==> src/hdl/ucbs_pkg.sv <==
// ----------------------------------------------------------------------------
// ucbs_pkg
// Shared constants and codes for the uniform cubic B-spline evaluator.
// ----------------------------------------------------------------------------
package ucbs_pkg;

  // Data and accumulator widths
  localparam int DATA_W    = 32;
  localparam int ACC_W     = 40;
  localparam int CIDX_W    = 9;
  localparam int CNT_REG_W = 9;
  localparam int CFG_IDX_W = 2;

  // Command queue between front and back
  localparam int FIFO_DEPTH = 4;
  localparam int FIFO_PTR_W = 2;

  // Command codes
  localparam logic CMD_WRITE = 1'b0;
  localparam logic CMD_EVAL  = 1'b1;

  // Configuration register indexes
  typedef enum logic [CFG_IDX_W-1:0] {
    CFG_LOWER = 2'd0,
    CFG_UPPER = 2'd1,
    CFG_COUNT = 2'd2,
    CFG_SCALE = 2'd3
  } cfg_reg_t;

  // Divide by three for values below 2^19: (x * MUL) >> SHIFT
  localparam logic [18:0] DIV3_MUL   = 19'd349526;
  localparam int          DIV3_SHIFT = 20;

  // Saturation limits on |s| + 3 for the rounded divide by six
  localparam logic [ACC_W:0] SAT_POS_LIM = 41'd12884901888;
  localparam logic [ACC_W:0] SAT_NEG_LIM = 41'd12884901894;

  localparam logic [DATA_W-1:0] SAT_MAX = 32'h7fff_ffff;
  localparam logic [DATA_W-1:0] SAT_MIN = 32'h8000_0000;

endpackage

==> src/hdl/ucbs_fifo.sv <==
// ----------------------------------------------------------------------------
// ucbs_fifo
// Short register queue that decouples the front end from the back end.
// ----------------------------------------------------------------------------
module ucbs_fifo #(
  parameter int W = 8
) (
  input  logic         clk,
  input  logic         rst,
  input  logic         push_valid,
  output logic         push_ready,
  input  logic [W-1:0] push_data,
  output logic         pop_valid,
  input  logic         pop_ready,
  output logic [W-1:0] pop_data
);

  logic [W-1:0]                    mem [ucbs_pkg::FIFO_DEPTH];
  logic [ucbs_pkg::FIFO_PTR_W-1:0] wr_ptr;
  logic [ucbs_pkg::FIFO_PTR_W-1:0] rd_ptr;
  logic [ucbs_pkg::FIFO_PTR_W:0]   cnt;
  logic                            do_push;
  logic                            do_pop;

  assign push_ready = (cnt != (ucbs_pkg::FIFO_PTR_W+1)'(ucbs_pkg::FIFO_DEPTH));
  assign pop_valid  = (cnt != '0);
  assign pop_data   = mem[rd_ptr];
  assign do_push    = push_valid && push_ready;
  assign do_pop     = pop_valid && pop_ready;

  // Advance pointers and fill count
  always_ff @(posedge clk) begin
    if (rst) begin
      wr_ptr <= '0;
      rd_ptr <= '0;
      cnt    <= '0;
    end else begin
      if (do_push) wr_ptr <= wr_ptr + 1'b1;
      if (do_pop)  rd_ptr <= rd_ptr + 1'b1;
      if (do_push && !do_pop)      cnt <= cnt + 1'b1;
      else if (!do_push && do_pop) cnt <= cnt - 1'b1;
    end
  end

  // Store pushed word
  always_ff @(posedge clk) begin
    if (do_push) mem[wr_ptr] <= push_data;
  end

endmodule

==> config.mk <==
export PLATFORM = sky130hd
export DESIGN_NAME = ucbs_fifo
export DESIGN_NICKNAME = d
export VERILOG_FILES = /design/src/hdl/ucbs_pkg.sv /design/src/hdl/ucbs_fifo.sv
export SDC_FILE = /design/constraint.sdc
export NUM_CORES = 1
export LEC_CHECK = 0
export ABC_AREA = 1
export BUFFER_PORTS_ARGS = -buffer_cell sky130_fd_sc_hd__buf_2
export CAP_MARGIN = 20
export CORE_AREA = 2 2 76 64
export DETAILED_ROUTE_END_ITERATION = 16
export DIE_AREA = 0 0 78 66
export PLACE_DENSITY_LB_ADDON = 0.15
export RECOVER_POWER = 25
export SLEW_MARGIN = 25
export SYNTH_ARGS = -nofsm -noshare
export SYNTH_HDL_FRONTEND = slang
export SYNTH_SLANG_ARGS = --single-unit
==> constraint.sdc <==
create_clock -name clk -period 4.25 [get_ports clk]
set_clock_uncertainty 0.2 [all_clocks]
set_input_delay 0.2125 -clock clk [delete_from_list [all_inputs] [get_ports clk]]
set_output_delay 0.2125 -clock clk [all_outputs]
set_load 0.1 [all_outputs]
# Word-level counts from Yosys, hierarchy flattened
# Memories as Yosys holds them, arrays and structs flattened. A register that Yosys moved wholly into a read port is not among the register bits.
# Cells that the tools add are included.
# op_classes
addsub	4
n_eq_ne	1
muxes	6
n_reduce_logical	8
# ops
operator	n
$mux 3	2
$add 2x1->2 const B	2
$logic_and 1x1->1	4
$mux 2	2
$add 3x1->3 const B	1
$ne 3x3->1 const B	1
$reduce_bool 3->1	1
$sub 3x1->3 const B	1
$logic_not 1->1	2
$mux 1	2
$reduce_bool 2->1	1
# totals
ff_bits	7
ramBits	32
in_bits	12
mem_count	1
# mem_list
memory	words	word_bits	rd	rd_clocked_by_memory_dff	wr	line_no	source
mem	4	8	1	1	1	ucbs_fifo.sv:18	logic [W-1:0] mem [ucbs_pkg::FIFO_DEPTH];

# Longest topological paths before layout
# depth
depth_word	6
mapped_depth	13

# Worst setup path before layout
# No wires, ideal clock.
# synth_path
path_kind	flip-flop to output port
from	register with a tool-made name
to	output pop_data[1]
arrival_time_ns	2.105
required_ns	3.838
path_slack_ns	1.732
stages_incl_launch_ff	5
n_path_buf	1
path_cell_list	dfxtp_1 inv_2 buf_6 o21ai_2 o22ai_1
# synth_lines
element	line_no	source
end, declared	ucbs_fifo.sv:15	output logic [W-1:0] pop_data

==> results by stage <==
Outcome:
- The run finished with clean final reports.

Run:
- The number of max-cap violations is 0.

Global routing:
- The largest net degree at the start of global routing is 18.
- The first global-routing pass estimated 5.050 mm of wire.
- The number of antenna violations at the first check in global routing is 0.
- The via count of the first global-routing pass came to 1067.
- Global routing used 13.59% of the available tracks across all layers.
- The total overflow reported by the global router is 0.

Synth:
- The cell type contributing the most total cell area after synthesis is sky130_fd_sc_hd__edfxtp_1.
- The summed instance area of the synthesized netlist is 1688 µm².
- The compound-gate portion of the synthesized area is 9.563%.
- The number of standard cells after synthesis is 144.
- The synthesized netlist devotes 4.893% of its cell area to adder and majority cells.
- The number of nets handed over by synthesis was 162.
- The simple logic cell fraction of the synthesized area is 12.53%.
- Sorting the synthesized cells by area gives the leading types as sky130_fd_sc_hd__edfxtp_1 (57%), sky130_fd_sc_hd__dfxtp_1 (11%), sky130_fd_sc_hd__nor2_1 (6.2%).
- In this run, synthesis produced a sequential element count of 41.
- The register area share after synthesis is 67.61%.
- The Yosys step of the flow raised 0 warnings.
- Summing the areas of all xor and xnor instances in the mapped netlist gives 0.5189% of the synthesized area.
- The synthesized design devotes to its leading area cell type 56.93% of total area.
- The unique cell type count in the Yosys netlist is 19.
- A synthesized cell averages 11.72 µm².
- The multiplexer share of the synthesized area is 0%.
- The main combinational cell family by area after synthesis is simple AND/OR/NAND/NOR gates.

Setup path:
- Of all nets on the critical path, the largest fanout is 17.
- For this design, the slowest cell found on the critical path is sky130_fd_sc_hd__dfxtp_1.
- The top cell family by delay on the critical path is flip-flops.
- The startpoint class of the critical path is a flip-flop.
- The largest single stage delay on the critical path is 0.66 ns.
- The nature of the critical path endpoint is an output pin.
- For the worst setup path, the data required time is 3.84 ns.
- The critical path goes through inv_2 > o21ai_0 > o22ai_1 > buf_2.
- The worst flop-to-flop path endpoint is cnt[1]$_SDFFE_PP0P_.
- The critical path buffer and inverter count is 2.
- The worst setup path is of the flip-flop to output pin kind.
- For the worst flop-to-flop path, the logic depth is 9.
- The launch point of the worst reg-to-reg path is cnt[1]$_SDFFE_PP0P_.
- STA puts the critical path data arrival time at 1.83 ns.
- For flop-to-flop paths, the worst setup slack is 2.22 ns.

STA:
- The minimum period implied by the final worst setup slack is 2.238 ns.
- For this run, the top clock speed supported by timing is 0.4469 GHz.
- The final setup violation count is 0.
- After routing, the total negative slack on setup checks comes to 0 ns.
- After layout, the worst path uses 52.65% of the clock period.
- The worst setup slack after layout is 2.012 ns.
- The number of pins exceeding their max-slew limit in the final report came to 0.
- Setup repair after global routing left no endpoint under its margin.
- The number of hold violations in the final report was 0.
- Final hold analysis gives a worst-case slack of 0.04400 ns.
- Measured against its own limit, the worst slew margin works out to 42.36%.
- For the pin with the worst max-slew slack, the measured transition is 0.8614 ns.

Route:
- After the first detailed-routing iteration, the DRC count stood at 57.
- The routed length per placed instance is 12.96 µm.
- The count of nets left with antenna violations once routing finished came out at 0.
- The pre-antenna-repair detailed-routing pass consisted of 4 iterations.
- For this run, design rule violations remaining after detail routing come to 0.
- Detailed routing inserted a total of 1094 vias.
- The routed design has 3.110 mm of wire.
- Using the TritonRoute via totals, the vias-per-cell ratio works out to 4.558.

CTS:
- TritonCTS built the clock tree.
- The number of clock buffers inserted by TritonCTS is 5.
- Buffers added to address setup during post-CTS repair amount to 0.
- The cell sitting at the root of the clock tree is a sky130_fd_sc_hd__clkbuf_8.
- The total number of clock tree sinks is 41.
- The post-CTS clock slew at the launch and capture registers of the worst setup and hold paths is 0.07 ns.
- The H-tree generated during clock tree synthesis spans 2 levels.
- Clock latency on the worst-skew pair, taken at its later pin, is 0.28 ns.
- The clock tree buffer depth is 2.

Cells and area:
- In the layout the commonest cells are sky130_fd_sc_hd__edfxtp_1 (32), sky130_fd_sc_hd__nor2_1 (28), sky130_fd_sc_hd__buf_2 (16), sky130_fd_sc_hd__inv_1 (14), sky130_fd_sc_hd__o21ai_0 (13).
- After the flow finishes, the layout carries non-filler instances totaling 240.
- After filler insertion, the fill cell instance count of the layout stands at 434.
- From synthesis to final layout, the design area changed by 19.05%.
- The number of nets in the layout is 197.
- The fraction of layout instances using a drive strength above 1 is 17.78%.
- The leading cell type in the layout, fill and taps excluded is sky130_fd_sc_hd__edfxtp_1.
- The multi-input combinational cells in the finished layout cover a total of 464.2 µm².
- The repair_antennas step left the layout with diodes totalling 0.
- The sequential cell area is 1141 µm².

Power:
- The switching power summed over all nets is 0.6781 mW.
- The part of the total power dissipated in combinational logic is 45.2%.
- The internal power of the cells totals 0.7272 mW.
- In this run, flip-flops and latches consume 38.3% of the power.
- The share of total power dissipated in the clock network is 16.5%.
- In this run the power density over the cells is 699.4 nW/µm².
- Across the VDD grid, the largest voltage drop is 328.2 µV.
- The switching portion of total power is 48.25%.
- The analysis attributes to cell leakage a power of 0.7565 nW.

Placed design:
- Timing analysis after detailed placement gives a worst setup slack of 2.213 ns.
- The number of placed instances, taps included is 223.
- The count of port buffers added during placement is 21.
- The global placer's final weighted congestion is 0.6990.
- The half-perimeter wire length after detailed placement is 2.132 mm.

Worst hold path:
- The worst hold path stage count is 4.
- The worst hold path belongs to the class primary input to flip-flop.
- The worst hold path begins at push_valid.
- The path with the worst hold slack has its endpoint at wr_ptr[1]$_SDFFE_PP0P_.

Die:
- The die is 66 µm tall.
- The region available for standard cell placement spans 4404 µm².
- The row count is 22.
- The die area is 5148 µm².
- The die outline width is 78 µm.
- Once the floorplan was initialized, standard cells occupied 38.32% of the core.
- 22 I/O pins were placed.
## kinds of logic (layout without fill, tap and decap cells)
family	Yosys count	in the layout
buffers and inverters	18	54
XOR/XNOR	1	1
AND/OR/NAND/NOR	50	50
flip-flops	41	41
AO/OA/AOI/OAI	28	28
adder cells (fa/ha/maj)	6	6
## metal layers
layer | routed length, µm | vias to the layer above | global-route usage [%] | share of wire (%)
met2 | 1524 | 22 | 22.63 | 49
met4 | 32 | 0 | 5.921 | 1.0
met3 | 108 | 4 | 4.235 | 3.5
met5 | 0 | - | 0 | 0
met1 | 1445 | 509 | 16.40 | 46
li1 | - | 559 | - | -
## what timing repair did
action	4_1_cts	5_1_grt
hold buffers	9	0
gates resized for setup	0	0
hold endpoints to repair	37	0
## worst max path at each step
stage / startpoint / to / slack, ns / depth (start not counted)
final: flip-flop / pop_data[5] / 2.01 / 4
after global routing: flip-flop / pop_data[7] / 1.78 / 4
after CTS: flip-flop / pop_data[7] / 1.96 / 4
after detailed placement: cnt[1]$_SDFFE_PP0P_ / cnt[1]$_SDFFE_PP0P_ / 2.21 / 9
after global placement: cnt[1]$_SDFFE_PP0P_ / cnt[1]$_SDFFE_PP0P_ / 2.27 / 9
after floorplan: flip-flop / pop_data[1] / 1.73 / 4
## power by group through the flow
stage	Combinational [mW]	Clock, mW	Sequential, mW
global route	0.680	0.262	0.547
detailed placement	0.633	0	0.548
global placement	0.621	0	0.545
floorplan	0.552	0	0.530
finish	0.635	0.233	0.538
CTS	0.642	0.242	0.539
## synthesized netlist by cell type, drive strengths merged
library cell / n
buf: 2
nor2: 30
inv: 16
o21ai: 17
nand3b: 1
o22ai: 8
ha: 5
xor2: 1
dfxtp: 9
a21oi: 3
edfxtp: 32
fa: 1
nand3: 4
nand2: 15
## worst register-to-register path, stage by stage, from the launching register on
cell and delay [ns]:
sky130_fd_sc_hd__dfxtp_1 0.35, sky130_fd_sc_hd__nor2_2 0.16, sky130_fd_sc_hd__nand2_2 0.10, sky130_fd_sc_hd__nand2_2 0.11, sky130_fd_sc_hd__inv_2 0.06, sky130_fd_sc_hd__ha_1 0.20, sky130_fd_sc_hd__inv_1 0.09, sky130_fd_sc_hd__fa_1 0.41
sky130_fd_sc_hd__o21ai_0 0.20, sky130_fd_sc_hd__nor2_1 0.06
## per-stage QoR
step,area (µm²),power (mW),util [%]
2_1_floorplan,1688,1.082,-
3_3_place_gp,1846,1.166,41.90
3_5_place_dp,1846,1.181,41.90
4_1_cts,2016,1.423,45.77
5_1_grt,2009,1.490,45.63
6_report,2009,1.405,45.63
## state kept, by name, summed over array words and instances, names as in the netlist, named ones only
signal  flops
mem        32
cnt         3
rd_ptr      2
wr_ptr      2
## cell type report
type                            instances  area share (%)
Sequential cell                        41           56.79
Clock buffer                            7           3.798
Inverter                               16           2.989
Clock inverter                          1          0.1868
Multi-Input combinational cell         85           23.10
Tap cell                               60           3.736
Timing Repair Buffer                   30           9.402
(Power assumes the default switching activity.)
