`config.mk`:
```
export PLATFORM = sky130hd
export DESIGN_NAME = ucbs_front_flat
export DESIGN_NICKNAME = d
export VERILOG_FILES = /design/src/hdl/ucbs_pkg.sv /design/src/hdl/ucbs_if.sv /design/src/hdl/ucbs_front.sv /design/src/flat_wrapper.sv
export SDC_FILE = /design/constraint.sdc
export NUM_CORES = 2
export LEC_CHECK = 0
export CORE_ASPECT_RATIO = 1.75
export CORE_MARGIN = 4
export CORE_UTILIZATION = 55
export DETAILED_ROUTE_END_ITERATION = 6
export DONT_BUFFER_PORTS = 1
export PLACE_DENSITY_LB_ADDON = 0.3
export RECOVER_POWER = 50
export SYNTH_ARGS = -nofsm -noshare
export SYNTH_HDL_FRONTEND = slang
export SYNTH_SLANG_ARGS = --single-unit
```
`constraint.sdc`:
```
create_clock -name clk -period 14.5 [get_ports clk]
set_clock_uncertainty 0.1 [all_clocks]
set_input_delay 2.9 -clock clk [delete_from_list [all_inputs] [get_ports clk]]
set_output_delay 2.9 -clock clk [all_outputs]
set_load 0.01 [all_outputs]
```
`src/hdl/ucbs_pkg.sv`:
```
// ----------------------------------------------------------------------------
// ucbs_pkg
// Shared constants and codes for the uniform cubic B-spline evaluator.
// ----------------------------------------------------------------------------
package ucbs_pkg;

  // Data and accumulator widths
  localparam int DATA_W    = 32;
  localparam int ACC_W     = 40;
  localparam int CIDX_W    = 9;
  localparam int CNT_REG_W = 9;
  localparam int CFG_IDX_W = 2;

  // Command queue between front and back
  localparam int FIFO_DEPTH = 4;
  localparam int FIFO_PTR_W = 2;

  // Command codes
  localparam logic CMD_WRITE = 1'b0;
  localparam logic CMD_EVAL  = 1'b1;

  // Configuration register indexes
  typedef enum logic [CFG_IDX_W-1:0] {
    CFG_LOWER = 2'd0,
    CFG_UPPER = 2'd1,
    CFG_COUNT = 2'd2,
    CFG_SCALE = 2'd3
  } cfg_reg_t;

  // Divide by three for values below 2^19: (x * MUL) >> SHIFT
  localparam logic [18:0] DIV3_MUL   = 19'd349526;
  localparam int          DIV3_SHIFT = 20;

  // Saturation limits on |s| + 3 for the rounded divide by six
  localparam logic [ACC_W:0] SAT_POS_LIM = 41'd12884901888;
  localparam logic [ACC_W:0] SAT_NEG_LIM = 41'd12884901894;

  localparam logic [DATA_W-1:0] SAT_MAX = 32'h7fff_ffff;
  localparam logic [DATA_W-1:0] SAT_MIN = 32'h8000_0000;

endpackage

```
`src/hdl/ucbs_if.sv`:
```
// ----------------------------------------------------------------------------
// ucbs_req_if / ucbs_rsp_if
// Valid/ready channels carrying the request and response words.
// ----------------------------------------------------------------------------
interface ucbs_req_if;
  logic               valid;
  logic               ready;
  logic               cmd;
  logic signed [31:0] x_value;
  logic        [8:0]  coef_index;
  logic signed [31:0] coef_value;

  modport source (output valid, cmd, x_value, coef_index, coef_value, input ready);
  modport sink   (input valid, cmd, x_value, coef_index, coef_value, output ready);
endinterface


```
`src/hdl/ucbs_front.sv`:
```
// ----------------------------------------------------------------------------
// ucbs_front
// Accepts request words, holds configuration, range-checks the point, forms
// the local coordinate and classifies it into interval index and fraction.
// ----------------------------------------------------------------------------
module ucbs_front #(
  parameter int MAX_INTERVALS = 256,
  parameter int FRAC_BITS     = 16,
  parameter int EW            = 66
) (
  input  logic                                  clk,
  input  logic                                  rst,
  ucbs_req_if.sink                              req,
  input  logic                                  cfg_we,
  input  logic [ucbs_pkg::CFG_IDX_W-1:0]        cfg_index,
  input  logic [ucbs_pkg::DATA_W-1:0]           cfg_data,
  input  logic                                  busy,
  output logic                                  push_valid,
  input  logic                                  push_ready,
  output logic [EW-1:0]                         push_data
);

  localparam int IX_W  = ($clog2(MAX_INTERVALS) > 2) ? $clog2(MAX_INTERVALS) : 2;
  localparam int CW    = IX_W + 1;
  localparam int FW    = FRAC_BITS + 1;
  localparam int IXR_W = 64 - 2 * FRAC_BITS;

  // Configuration registers
  logic signed [31:0]                   lower_bound;
  logic signed [31:0]                   upper_bound;
  logic [ucbs_pkg::CNT_REG_W-1:0]       interval_count;
  logic [31:0]                          interval_scale;

  // Stage registers
  logic                                 v1, v2, v3;
  logic                                 cmd1, cmd2, cmd3;
  logic                                 ok1, ok2, ok3;
  logic                                 up1, up2;
  logic [31:0]                          diff1;
  logic [63:0]                          prod2;
  logic [ucbs_pkg::CIDX_W-1:0]          cidx1, cidx2, cidx3;
  logic [31:0]                          cval1, cval2, cval3;
  logic [IX_W-1:0]                      ix3;
  logic [FW-1:0]                        f3;

  logic                                 fen;
  logic                                 accept;
  logic                                 in_rng;
  logic signed [32:0]                   diff_w;
  logic [CW-1:0]                        cnt_c;
  logic [IXR_W-1:0]                     ixraw;
  logic                                 past_end;
  logic [IX_W-1:0]                      ix_next;
  logic [FW-1:0]                        f_next;

  assign fen        = !v3 || push_ready;
  assign req.ready  = fen && !busy;
  assign accept     = req.valid && req.ready;
  assign push_valid = v3;
  assign push_data  = {cmd3, ok3, ix3, f3, cidx3, cval3};

  // Write configuration
  always_ff @(posedge clk) begin
    if (rst) begin
      lower_bound    <= '0;
      upper_bound    <= '0;
      interval_count <= ucbs_pkg::CNT_REG_W'(1);
      interval_scale <= '0;
    end else if (cfg_we) begin
      case (ucbs_pkg::cfg_reg_t'(cfg_index))
        ucbs_pkg::CFG_LOWER: lower_bound    <= cfg_data;
        ucbs_pkg::CFG_UPPER: upper_bound    <= cfg_data;
        ucbs_pkg::CFG_COUNT: interval_count <= cfg_data[ucbs_pkg::CNT_REG_W-1:0];
        ucbs_pkg::CFG_SCALE: interval_scale <= cfg_data;
        default: ;
      endcase
    end
  end

  // Range check and offset from the left end
  assign in_rng = (req.x_value >= lower_bound) && (req.x_value <= upper_bound);
  assign diff_w = 33'(req.x_value) - 33'(lower_bound);

  // Clamp the interval count into 1..MAX_INTERVALS
  always_comb begin
    if (interval_count == '0)
      cnt_c = CW'(1);
    else if (32'(interval_count) > 32'(MAX_INTERVALS))
      cnt_c = CW'(MAX_INTERVALS);
    else
      cnt_c = CW'(interval_count);
  end

  // Split the local coordinate into interval and fraction
  always_comb begin
    ixraw    = prod2[63 -: IXR_W];
    past_end = up2 || (ixraw >= IXR_W'(cnt_c));
    if (past_end) begin
      ix_next = IX_W'(cnt_c - CW'(1));
      f_next  = FW'(1) << FRAC_BITS;
    end else begin
      ix_next = ixraw[IX_W-1:0];
      f_next  = {1'b0, prod2[2*FRAC_BITS-1:FRAC_BITS]};
    end
  end

  // Valid bits advance together
  always_ff @(posedge clk) begin
    if (rst) begin
      v1 <= 1'b0;
      v2 <= 1'b0;
      v3 <= 1'b0;
    end else if (fen) begin
      v1 <= accept;
      v2 <= v1;
      v3 <= v2;
    end
  end

  // Payload stages
  always_ff @(posedge clk) begin
    if (fen) begin
      cmd1  <= req.cmd;
      ok1   <= (req.cmd == ucbs_pkg::CMD_EVAL) && in_rng;
      up1   <= (req.x_value == upper_bound);
      diff1 <= diff_w[31:0];
      cidx1 <= req.coef_index;
      cval1 <= req.coef_value;

      cmd2  <= cmd1;
      ok2   <= ok1;
      up2   <= up1;
      prod2 <= diff1 * interval_scale;
      cidx2 <= cidx1;
      cval2 <= cval1;

      cmd3  <= cmd2;
      ok3   <= ok2;
      ix3   <= ix_next;
      f3    <= f_next;
      cidx3 <= cidx2;
      cval3 <= cval2;
    end
  end

endmodule

```
`src/flat_wrapper.sv`:
```
// flat-port wrapper written by rule: the top's interface ports become plain ports
module ucbs_front_flat 
#(
  parameter int MAX_INTERVALS = 256,
  parameter int FRAC_BITS     = 16,
  parameter int EW            = 66
)
  (clk, rst, cfg_we, cfg_index, cfg_data, busy, push_valid, push_ready, push_data, req_valid, req_cmd, req_x_value, req_coef_index, req_coef_value, req_ready);
  ucbs_req_if req_i ();
  input  logic clk;
  input  logic rst;
  input  logic cfg_we;
  input  logic [ucbs_pkg::CFG_IDX_W-1:0] cfg_index;
  input  logic [ucbs_pkg::DATA_W-1:0] cfg_data;
  input  logic busy;
  output logic push_valid;
  input  logic push_ready;
  output logic [EW-1:0] push_data;
  input wire logic [$bits(req_i.valid)-1:0] req_valid;
  input wire logic [$bits(req_i.cmd)-1:0] req_cmd;
  input wire logic [$bits(req_i.x_value)-1:0] req_x_value;
  input wire logic [$bits(req_i.coef_index)-1:0] req_coef_index;
  input wire logic [$bits(req_i.coef_value)-1:0] req_coef_value;
  output wire logic [$bits(req_i.ready)-1:0] req_ready;
  assign req_i.valid = req_valid;
  assign req_i.cmd = req_cmd;
  assign req_i.x_value = req_x_value;
  assign req_i.coef_index = req_coef_index;
  assign req_i.coef_value = req_coef_value;
  assign req_ready = req_i.ready;
  ucbs_front #(.MAX_INTERVALS(MAX_INTERVALS), .FRAC_BITS(FRAC_BITS), .EW(EW)) u_core (.clk(clk), .rst(rst), .req(req_i), .cfg_we(cfg_we), .cfg_index(cfg_index), .cfg_data(cfg_data), .busy(busy), .push_valid(push_valid), .push_ready(push_ready), .push_data(push_data));
endmodule
```
Yosys cells after proc, flatten, opt, wreduce, memory -nomap -nowiden --
Cells that the tools add are included.
Word-level totals: register bits after elaboration 354, output and inout port bits 68
Cells by class: $add $sub $neg 2, multiply operators 1, order comparisons 2, equal/unequal tests 4, multiplexer cells 4, reduce and logical (&&, ||, !) cells 12
Operators with widths (number):
- multiplier 32 x 32 -> 64 bit | 1
- equality test 32 bit | 1
- >= comparator 32 x 9 -> 1 bit | 1
- subtractor 32 bit | 1
- two-way mux 9 bit | 2
- two-way mux 17 bit | 1
- > comparator 9 bit (second input constant) | 1
- logical NOT 9 bit | 1
- two-way mux 8 bit | 1
- AND reduction 2 bit | 4
- subtractor 8 x 1 -> 8 bit (second input constant) | 1
- equality test 2 bit (second input constant) | 2
- equality test 2 x 1 -> 1 bit (second input constant) | 1
- logical AND 1 bit | 2
- logical NOT 1 bit | 2
- logical NOT 2 bit | 1
- logical OR 1 bit | 2

Longest topological paths before layout --
depth in word-level cells 6, depth in mapped cells 28, mapped depth without buffers 27

Worst setup path after synthesis --
No wires, ideal clock.
path kind in2reg, start in push_ready, end reg u_core.cidx1[0] in the netlist's numbering (enable), library setup time 0.581 ns, arrival time 7.435 ns, setup slack 6.384 ns, stages 2, path through nor2b_1 -> inv_1
Between the ends: longest elaborated chain between the ends 1
RTL lines:
- start: declaration | line flat_wrapper.sv:17 | input logic push_ready;
- logical OR 1 bit | line ucbs_front.sv:56 | assign fen = !v3 || push_ready;
- end signal: assignment | line ucbs_front.sv:127 | cidx1 <= req.coef_index;
- end: declaration | line ucbs_front.sv:41 | logic [ucbs_pkg::CIDX_W-1:0] cidx1, cidx2, cidx3;
Every way passes these cells. A chain may end at the register's enable or synchronous reset.

Worst setup path in the final report --
start reg u_core.interval_scale[7], end reg u_core.prod2[57], data pin
Between the ends: longest elaborated chain between the ends 1
RTL lines:
- start: declaration | line ucbs_front.sv:32 | logic [31:0] interval_scale;
- start signal: assignment | line ucbs_front.sv:74 | ucbs_pkg::CFG_SCALE: interval_scale <= cfg_data;
- multiplier 32 x 32 -> 64 bit | line ucbs_front.sv:133 | prod2 <= diff1 * interval_scale;
- end signal: assignment | line ucbs_front.sv:133
- end: declaration | line ucbs_front.sv:40 | logic [63:0] prod2;
Every way passes these cells.

==> impl_summary.md <==
Timing
The worst setup margin is 5.82 ns. The fmax is 115 MHz. The max-slew violation total from the final report is 124.

The total setup violations reported at the end of the flow is 0. Counting I/O delays and the setup requirement, the final critical path takes 8.68 ns. At the pin with the least slew margin, the transition time is 3.49 ns. Dividing the final minimum period by the clock period gives 59.9%.

The final count of hold timing violations is 0. Headroom to the max-slew limit came out at -134%. Setup repair after global routing left no endpoint under its margin. In the final timing run, aggregate negative setup slack is 0 ns.

Synth
The flop and latch count out of synthesis is 338. The area fraction of the dominant cell type after synthesis is 38.9%. The most frequent cell after synthesis is inv_1. In this run, synthesis inferred 230 flip-flops with an integrated enable. Synthesis produced 4,698 cells. Of all cell types, the one taking the most synthesized area is fa_1. The share of async-settable or async-resettable flops after synthesis is 0%. The area of the mapped netlist is 0.0461 mm^2. The number of warnings printed during yosys synthesis is 0. In the post-synthesis netlist, the biggest area contributors are fa_1 39%, edfxtp_1 15%, ha_1 8.2%.

In this run the mean area of a mapped cell was 9.80 um^2. The commonest cells after synthesis are 926 x inv_1, 896 x fa_1, 706 x nand2_1. The number of distinct library cells after synthesis is 70.

The most used flip-flop cell after synthesis is edfxtp_1. The share of the Yosys chip area taken by registers is 19.7%. Counting every net in the synthesized netlist gives 6,009.

Pwr
Cell internal power was estimated by the tool at 2.45 mW. VDD sags by at most 0.104 mV. Summed over all cells, the static leakage comes to 22.8 nW. Combinational logic burns 50.1% of the power. The proportion of total power due to net switching is 43.6%. Sequential cells burn 29.0% of the power.

Dividing total power by cell area gives a power density of 90.5 mW/mm^2. In this run the power spent charging and discharging nets is 1.90 mW. The share of total power in the clock network is 20.8%.

GRT
The total overflow left after global routing is 0. The via count of the first global-routing pass is 36,000. The pin count of the biggest net entering global routing is 109. The initial antenna violation count is 12.

The first-pass GRT wire length is 203,000 um. Global routing consumed, over all layers together, 30.9% of the routing resources.

Detailed routing
The detail route stage leaves a number of antenna-violating nets equal to 0. The average wire length per cell after detail routing is 23.5 um. The number of remaining DRC errors is 0.

The total wirelength of the detailed-routed design is 133,000 um. The number of iterations in the first detailed-routing pass is 5. The number of DRC markers after the initial detailed-route iteration is 1,923. Using the TritonRoute via totals, the vias-per-cell ratio works out to 5.79. The via count of the routed design is 32,700.

Outcome
The run finished, with violations left. The final reports fail on max-capacitance violations, max-slew violations.

Setup path
Along the worst path, the maximum fanout reaches 33. For this run, the slowest stage of the critical path takes 0.95 ns. The data required time at the worst endpoint is 14.72 ns. The worst setup path is captured at a flip-flop. The slowest stage of the critical path is the dfxtp_2 cell. The critical path goes through and2_1, fa_1, fa_1, fa_1, inv_1, fa_1, inv_1, fa_1, inv_1, fa_1, inv_1, fa_1, fa_1, ha_1, a21oi_1, o21ai_0, a22oi_1, nor3_1, a21oi_2, nor2_4, a31oi_2, nor4_1, or3b_1. The endpoint arrival time on the critical path is 8.90 ns. The critical path in this run is classified as flip-flop to flip-flop. The most numerous cell type found on the critical path is fa_1. The worst setup path is launched from a flip-flop.

Placement
The HPWL after detailed placement is 95,800 um. Timing analysis after detailed placement gives a worst setup slack of 5.97 ns. The count of buffers inserted at the top-level ports is 0. Routability-driven placement finished with a final weighted congestion of 0.944.

Min path
The class of the most critical hold timing path is flip-flop to flip-flop.

Final layout
The fill cell total of the finished layout is 7,232. The final layout contains 5,864 nets. Compared with the post-synthesis result, the final layout area differs by 4.37%.

In the final layout, flip-flops and latches occupy 0.00910 mm^2. The fraction of layout cells with a size suffix above 1 is 3.43%. The area of combinational cells with multiple inputs is 0.0326 mm^2.

Clocking
The post-CTS setup buffer count is 0. The later pin in the worst-skew pair is clocked with a latency of 0.59 ns. The clock-pin slew on the worst setup and hold paths is 0.07 ns. The clock root buffer is clkbuf_16. The clock net sink count is 338. Counting along the longest clock path gives a buffer depth of 3.

TritonCTS built the clock tree. The number of buffers created by CTS is 34. The H-tree depth reported by CTS is 2. The post-cts gate resize count is 0. The number of hold buffers added after CTS was 0.

Floorplanning
The top-level port count is 182. The floorplan step set the die height to 391 um. The floorplan step defined a core boundary enclosing 0.0832 mm^2.

The initial standard-cell utilization of the core is 55.4%. The die is 227 um wide. The area of the die is 0.0886 mm^2. After floorplanning, the core was divided into 140 placement rows.

Flow run
The number of maximum-capacitance violations is 3.
## metrics by stage
stage                     utilization (%)  hold slack, ns  instances  instance area, um^2  total power [mW]
after global placement               56.5           0.301       5582                47000              3.37
after global routing                 57.8           0.322       5643                48100              4.62
after floorplan                         -           0.300       4698                46100              2.67
after detailed placement             56.5           0.305       5582                47000              3.42
final                                57.8           0.314       5647                48100              4.35
after CTS                            57.8           0.317       5643                48100              4.34
## placed cells by master, fill, tap and decap left out, types with 5 or more instances in the layout
| master | n |
|---|---|
| o21bai_1 | 11 |
| a211oi_1 | 10 |
| clkbuf_16 | 36 |
| and2_1 | 599 |
| edfxtp_1 | 230 |
| nor2b_1 | 15 |
| a21oi_1 | 180 |
| ha_1 | 301 |
| nand2b_1 | 6 |
| a21o_1 | 60 |
| xnor2_1 | 57 |
| nor2_1 | 58 |
| inv_1 | 925 |
| nand3_1 | 24 |
| a31oi_1 | 11 |
| dfxtp_1 | 85 |
| nor4_1 | 19 |
| nand2_1 | 706 |
| nand4_1 | 19 |
| clkinv_2 | 6 |
| o31ai_1 | 5 |
| nor3_1 | 15 |
| mux2i_1 | 7 |
| fa_1 | 896 |
| o211ai_1 | 7 |
| o21a_1 | 7 |
| xor2_1 | 51 |
| o21ai_0 | 42 |
| and4_1 | 5 |
| and3_1 | 9 |
| dfxtp_2 | 23 |
| clkbuf_1 | 7 |
| buf_4 | 58 |
## per-layer routing
| metal | up-vias | share of wire [%] | track usage [%] |
|---|---|---|---|
| met5 | - | 0.037 | 0 |
| met4 | 6 | 11 | 26.7 |
| met3 | 735 | 7.2 | 6.06 |
| met2 | 1506 | 51 | 54.6 |
| met1 | 16600 | 30 | 30.4 |
| li1 | 13900 | - | - |
## final timing paths
check,slack (ns),cells after the start,endpoint,from
min reg2reg,0.31,0,u_core.cval2[20],u_core.cval1[20]
max,5.82,23,u_core.prod2[57],u_core.interval_scale[7]
max reg2reg,5.82,23,u_core.prod2[57],u_core.interval_scale[7]
min,0.31,0,u_core.cval2[20],u_core.cval1[20]
## kinds of logic after synthesis
kind of cell | share of synthesized area, %
simple gates | 16.2
fa+ha+maj | 47.1
buf+inv | 9.53
compound gates | 5.12
flops | 19.7
xor+xnor | 2.05
mux | 0.274
## critical path: cells and delay by family, from the launching register on
family	cells	cell delay (ns)
DFF	1	0.95
AOI/OAI and AO/OA	5	1.91
buffers and inverters	4	0.21
and+or+nand+nor	5	1.01
adders and majority gates	9	4.22
## area by class of cell
class,instances,area share [%]
multi-input cells,3192,67.8
flip-flops and latches,338,18.9
inverters,926,7.23
well taps,1065,2.77
clock buffers,43,1.99
repair buffers,61,0.929
clock inverters,18,0.315
diodes,4,0.0208
## power by group through the flow
| stage | sequential, mW | combinational [mW] | clock [mW] |
|---|---|---|---|
| 2_1_floorplan | 1.25 | 1.42 | 0 |
| 3_3_place_gp | 1.28 | 2.09 | 0 |
| 3_5_place_dp | 1.28 | 2.14 | 0 |
| 4_1_cts | 1.26 | 2.15 | 0.928 |
| 5_1_grt | 1.27 | 2.38 | 0.959 |
| 6_report | 1.26 | 2.18 | 0.906 |
## flip-flops by register name (all words and copies together), names as in the netlist, 17 cells and up
signal                 flops
u_core.cval1              32
u_core.cval2              32
u_core.cval3              32
u_core.diff1              32
u_core.f3                 17
u_core.interval_scale     32
u_core.lower_bound        32
u_core.prod2              48
u_core.upper_bound        32
Note: power is estimated with default switching activity, not from simulation.
